===== src/rtl/trimming_three_class_queue_core_macros.svh =====
// Assertion macros shared by the trimming queue RTL.
`ifndef TRIMMING_THREE_CLASS_QUEUE_CORE_MACROS_SVH
`define TRIMMING_THREE_CLASS_QUEUE_CORE_MACROS_SVH
`ifndef SYNTHESIS
`define TTQ_ASSERT(label, clk, rst_n, prop, msg) \
  label: assert property (@(posedge clk) disable iff (!rst_n) prop) else $error(msg);
`define TTQ_ASSERT_NORST(label, clk, prop, msg) \
  label: assert property (@(posedge clk) prop) else $error(msg);
`else
`define TTQ_ASSERT(label, clk, rst_n, prop, msg)
`define TTQ_ASSERT_NORST(label, clk, prop, msg)
`endif
`endif


===== src/rtl/ttq_pkg.sv =====
// Package with types, codes and constants of the trimming queue.
package ttq_pkg;
  localparam int unsigned DefRingDepth = 64;
  localparam int unsigned DefTagBits   = 16;

  localparam logic [2:0] ActMid    = 3'd0;
  localparam logic [2:0] ActHigh   = 3'd1;
  localparam logic [2:0] ActLow    = 3'd2;
  localparam logic [2:0] ActBounce = 3'd3;
  localparam logic [2:0] ActDrop   = 3'd4;
  localparam logic [2:0] ActDepart = 3'd5;
  localparam logic [2:0] ActNone   = 3'd6;

  localparam logic [2:0] CfgMaxBytes = 3'd0;
  localparam logic [2:0] CfgWHigh    = 3'd1;
  localparam logic [2:0] CfgWMid     = 3'd2;
  localparam logic [2:0] CfgWLow     = 3'd3;
  localparam logic [2:0] CfgHdr      = 3'd4;

  localparam logic [1:0] SrvNone = 2'd0;
  localparam logic [1:0] SrvHigh = 2'd1;
  localparam logic [1:0] SrvMid  = 2'd2;
  localparam logic [1:0] SrvLow  = 2'd3;

  typedef struct packed {
    logic                  command;
    logic [DefTagBits-1:0] packet_tag;
    logic [2:0]            packet_kind;
    logic [13:0]           size_bytes;
    logic                  hdr_only;
    logic                  has_return_path;
    logic                  already_bounced;
    logic                  random_bit;
  } in_item_t;

  typedef struct packed {
    logic [15:0] out_tag;
    logic [2:0]  action;
    logic        was_trimmed;
    logic [13:0] out_size;
    logic [2:0]  out_kind;
    logic        last;
  } out_item_t;

  typedef enum logic [2:0] {
    ST_IDLE, ST_DECIDE, ST_BOOT, ST_SERVE, ST_EMIT
  } eng_state_t;
endpackage


===== src/rtl/ttq_front.sv =====
// Input stage: accept items and hold them in a two-entry queue.
module ttq_front import ttq_pkg::*; (
  input  logic     clk,
  input  logic     rst_n,
  input  logic     in_valid,
  output logic     in_ready,
  input  in_item_t in_data,
  output logic     q_valid,
  input  logic     q_ready,
  output in_item_t q_data
);
  `include "trimming_three_class_queue_core_macros.svh"
  in_item_t  ent_r [2];
  logic      wp_r, rp_r;
  logic [1:0] cnt_r, cnt_nxt;
  logic      push, pop;

  assign in_ready = (cnt_r != 2'd2);
  assign q_valid  = (cnt_r != 2'd0);
  assign q_data   = ent_r[rp_r];
  assign push     = in_valid && in_ready;
  assign pop      = q_valid && q_ready;

  always_comb begin
    cnt_nxt = cnt_r + {1'b0, push} - {1'b0, pop};
  end

  always_ff @(posedge clk) begin
    if (!rst_n) begin
      wp_r <= 1'b0; rp_r <= 1'b0; cnt_r <= 2'd0;
    end else begin
      if (push) wp_r <= ~wp_r;
      if (pop) rp_r <= ~rp_r;
      cnt_r <= cnt_nxt;
    end
  end
  always_ff @(posedge clk) begin
    if (push) ent_r[wp_r] <= in_data;
  end

  `TTQ_ASSERT(a_fq_bound, clk, rst_n, cnt_r <= 2'd2, "front queue overflow")
  `TTQ_ASSERT(a_fq_ptrs, clk, rst_n, (cnt_r == 2'd1) |-> (wp_r != rp_r), "front pointers")
  `TTQ_ASSERT(a_fq_push, clk, rst_n, (push && !pop) |=> (cnt_r == $past(cnt_r) + 2'd1), "push")
endmodule


===== config.mk =====
export PLATFORM = sky130hd
export DESIGN_NAME = ttq_front
export DESIGN_NICKNAME = d
export VERILOG_FILES = /design/src/rtl/ttq_pkg.sv /design/src/rtl/ttq_front.sv
export VERILOG_INCLUDE_DIRS = /design/src /design/src/rtl
export SDC_FILE = /design/constraint.sdc
export NUM_CORES = 1
export LEC_CHECK = 0
export BUFFER_PORTS_ARGS = -buffer_cell sky130_fd_sc_hd__buf_2
export CAP_MARGIN = 20
export CORE_UTILIZATION = 48
export DETAILED_ROUTE_END_ITERATION = 16
export PLACE_DENSITY_LB_ADDON = 0.3
export SYNTH_ARGS = -nofsm -noshare
export SYNTH_HDL_FRONTEND = slang
export SYNTH_SLANG_ARGS = --single-unit

===== constraint.sdc =====
create_clock -name clk -period 3.2 [get_ports clk]
set_clock_uncertainty 0.05 [all_clocks]
set_input_delay 0.16 -clock clk [delete_from_list [all_inputs] [get_ports clk]]
set_output_delay 0.16 -clock clk [all_outputs]
set_load 0.05 [all_outputs]

# Word level (Yosys, flattened, before mapping)
# Memories as Yosys holds them, arrays and structs flattened. A register that Yosys moved wholly into a read port is not among the register bits.
# Index checks and enable logic that the tools add are counted.
[totals]
romBits = 0
out_inout_bits = 40
latchBits = 0
regBits = 4
mem_bits_rw = 76
elab_cells = 16
in_bits = 42
mem_count = 1
[op_classes]
mux = 4
mul = 0
magnitude_cmp = 0
addsub = 2
n_eq_ne = 1
shift = 0
bitwise_logic = 2
n_reduce_logical = 3
div_mod_pow = 0
[memory_table]
columns = ["name", "depth", "width", "rd", "rd_ports_with_merged_regs", "wr", "line", "text"]
rows = [
  ["ent_r", 2, 38, 1, 1, 1, "ttq_front.sv:13", "in_item_t ent_r [2];"],
]
[ops]
columns = ["op", "n"]
rows = [
  ["$mux 1", 4],
  ["$add 2x1->2", 1],
  ["$logic_and 1x1->1", 2],
  ["$ne 2x2->1 const B", 1],
  ["$not 1->1", 2],
  ["$reduce_bool 2->1", 1],
  ["$sub 2x1->2", 1],
]

# Logic depth before layout (Yosys ltp)
[logic_depth]
word_depth = 4
depth_mapped = 8
mapped_depth_nobuf = 8

# Worst setup path after synthesis
# Ideal clock, no wire load.
[synth_path]
kind = "flip-flop to flip-flop"
startpoint = "register cnt_r[0]"
endpoint = "memory ent_r[0][0] (netlist bit) (enable)"
arrival_ns = 2.633
path_stages_with_launch = 4
setup_ns = 0.433
n_path_buf = 0
synth_period_minus_slack_ns = 3.116
required_time_ns = 2.717
path_slack_ns = 0.084
cell_sequence = "dfxtp_1 -> nand2b_1 -> nand2_1 -> nor2_1"
[synth_via]
elab_chain_cells = 4
[synth_rtl]
columns = ["element", "line", "text"]
rows = [
  ["start: declaration", "ttq_front.sv:15", "logic [1:0] cnt_r, cnt_nxt;"],
  ["start signal: assignment", "ttq_front.sv:34", "cnt_r <= cnt_nxt;"],
  ["$ne 2x2->1", "ttq_front.sv:18", "assign in_ready = (cnt_r != 2'd2);"],
  ["net in_ready", "ttq_front.sv:6", "output logic in_ready,"],
  ["$logic_and 1x1->1", "ttq_front.sv:21", "assign push = in_valid && in_ready;"],
  ["$mux 1", "ttq_front.sv:38", "if (push) ent_r[wp_r] <= in_data;"],
  ["$mux 1 (implied by the code)", "ttq_front.sv:38", ""],
  ["end: declaration", "ttq_front.sv:13", ""],
]
# The timed path passes the listed nets, and every way through them passes these cells.

==> impl_results.md <==
- Commonest cells post-synth: edfxtp_1 (76), mux2_4 (20), mux2_2 (18)
- CP arrival: 1.99 ns
- H-tree depth: 3
- 1st-pass router iterations: 4
- Crit path cell chain: buf_4, mux2_4, buf_2
- Slew @ Worst Pin: 0.887 ns
- CTS resizes: 0
- IR drop worst, VDD: 791 uV
- Die footprint: 6690 um2
- DR iter-0 viols: 59
- Sequential fraction of the synthesis area: 77.9%
- Synthesized area: 3060 um2
- Worst Path Required: 2.99 ns
- Sink Count: 81
- Initial antenna violation count: 0
- CTS tree: yes
- Count of different cell masters after synthesis: 18
- RD Place Congestion: 0.678
- Buf/Inv on CP: 2
- DP Wirelength: 2900 um
- Final worst path period share: 68.6%
- Inserted Clock Buffers: 9
- Largest area contributor in the netlist: edfxtp_1
- Post-route cell area: 4100 um2
- Antenna Nets Post-Route: 0
- Critical path class: register to output pin
- Slowest cell delay on critical path: 0.67 ns
- Synth top area cells: edfxtp_1 (75%), mux2_4 (9.8%), mux2_2 (6.6%)
- Maxcap violations: 0
- Routed wire length: 4740 um
- Num ports: 82
- First-pass GRT wire length: 7060 um
- Die Height: 81.8 um
- Largest family of logic cells by synthesized area: multiplexers
- Post-synthesis register bit count: 81
- FMAX: 455 MHz
- Finish-stage setup viols: 0
- Largest net degree at the start of global routing: 39
- CP Capture Type: output pin
- Post-synthesis mux area share: 16.8%
- Clk_lat worst skew: 0.33 ns
- Status: completed
- Initial Util: 50.7%
- GRT overflow: 0
- Vias in the first global route: 1586
- Syn_nets: 186
- Synth top area share: 74.6%
- Power density over the cells: 802 nW/um2
- Max_slew headroom: 40.9%
- Hold Vio Cnt, Final: 0
- CP max FO: 21
- Antenna diodes: 0
- Rows: 28
- Setup TNS: 0 ns
- Clock buffer depth: 2
- Synth Flop Type: edfxtp_1
- Top-count cell post-synth: edfxtp_1
- Hold/Removal Path Class: primary input to register
- Post-DP Area: 3540 um2
- Mapped Cells: 142
- RSZ-0062 raised after global routing: no
- Slew Viols, Final: 0
- Post-synth EDFFs: 76
- Slowest CP cell: dfxtp_2
- Ys async rst share: 0%
- Simple-gate area share of the yosys netlist: 2.00%
- Worst setup SP type: register
- Share of cells above drive strength 1: 49.6%
- Vias: 1659
- Yosys warns: 0
- Synth Area in Compound Gates: 0.245%
- Final #Nets: 314
- Synthesized area per cell: 21.5 um2
- Final core occ: 68.0%
- DRC Markers: 0
- Core area: 6030 um2
- I/O Buffers: 81
- Reg clk slew, reported paths: 0.08 ns
- Total track usage: 15.2%
- Die width: 81.8 um
- CTS root buf: clkbuf_8
- Wire per inst: 13.6 um
- Delay-heaviest family, CP: flip-flops
- Drt via density: 4.75
- Minimum clock period: 2.20 ns
- Hold WS: 0.0496 ns
- Fraction of synthesized cell area in xor and xnor cells: 0.859%
- Post-Synth Adder-Cell Area: 0.818%
- Synthesis-to-finish area growth: 34.0%
- Leak: 1.60 nW
## metal layers
metal | vias to the layer above | global-route usage [%] | part of all wire, %
li1 | 802 | - | -
met1 | 799 | 16.8 | 39
met2 | 49 | 26.2 | 54
met3 | 9 | 3.67 | 4.3
met4 | 0 | 9.30 | 2.0
met5 | - | 0 | 0
## timing repair
item / CTS / global route
hold buffers: 38 / 0
hold endpoints to repair: 76 / 0
setup buffers: 0 / 0
## path summary, 6_finish.rpt
path,endpoint,slack [ns],depth (start not counted),startpoint
hold reg to reg,wp_r,0.48,2,wp_r
hold / removal,cnt_r[0],0.05,2,rst_n
setup reg to reg,ent_r[1][19],1.44,2,cnt_r[0]
setup / recovery,q_data[23],1.00,3,register
## metrics by stage
| stage | instances | power [W] | worst slack, ns |
|---|---|---|---|
| 2_1_floorplan | 142 | 0.00241 | 0.0836 |
| 3_3_place_gp | 296 | 0.00261 | 1.35 |
| 3_5_place_dp | 296 | 0.00263 | 1.34 |
| 4_1_cts | 349 | 0.00332 | 0.968 |
| 5_1_grt | 349 | 0.00343 | 0.898 |
| 6_report | 349 | 0.00329 | 1.00 |
## where the power goes
group	internal [W]	total [W]	leakage [nW]	switching (W)
logic	0.000404	0.00121	0.762	0.000811
clock network	0.000344	0.000662	0.0890	0.000318
registers	0.00133	0.00141	0.752	0.0000761
## final cells by class
type                       instances  area, um2
sequential                        81       2380
fill                             424       1930
timing repair buffer             121        801
multi-input combinational         56        642
clock buffer                       9        124
tap                               75       93.8
clock inverter                     6       50.0
inverter                           1       3.75
## kinds of logic (layout without fill, tap and decap cells)
group                      count (synthesis)  after routing
muxes                                     39             39
xor gates and xnor gates                   3              3
DFF                                       81             81
and+or+nand+nor                           11             11
buffers and inverters                      5            137
AOI/OAI and AO/OA                          1              1
adders and majority gates                  2              2
## placed cells by master (no fill, tap or decap), drive strengths merged
| cell type | netlist | layout |
|---|---|---|
| and3 | 1 | 1 |
| o21a | 1 | 1 |
| or2 | 1 | 1 |
| dfxtp | 5 | 5 |
| bufinv | 0 | 1 |
| nand2 | 2 | 2 |
| dlygate4sd3 | 0 | 38 |
| edfxtp | 76 | 76 |
| nor2 | 1 | 1 |
| and2 | 2 | 2 |
| buf | 4 | 83 |
| xnor2 | 3 | 3 |
| mux2 | 38 | 38 |
| mux2i | 1 | 1 |
| clkbuf | 0 | 9 |
| inv | 1 | 1 |
| ha | 2 | 2 |
| clkinv | 0 | 5 |
| nor2b | 2 | 2 |
| nand2b | 2 | 2 |
## sequential cells by signal, indices dropped and copies added, names as in the netlist, named ones only
register	flops
ent_r	76
wp_r	1
rp_r	1
cnt_r	2
Note: power is estimated with default switching activity, not from simulation.
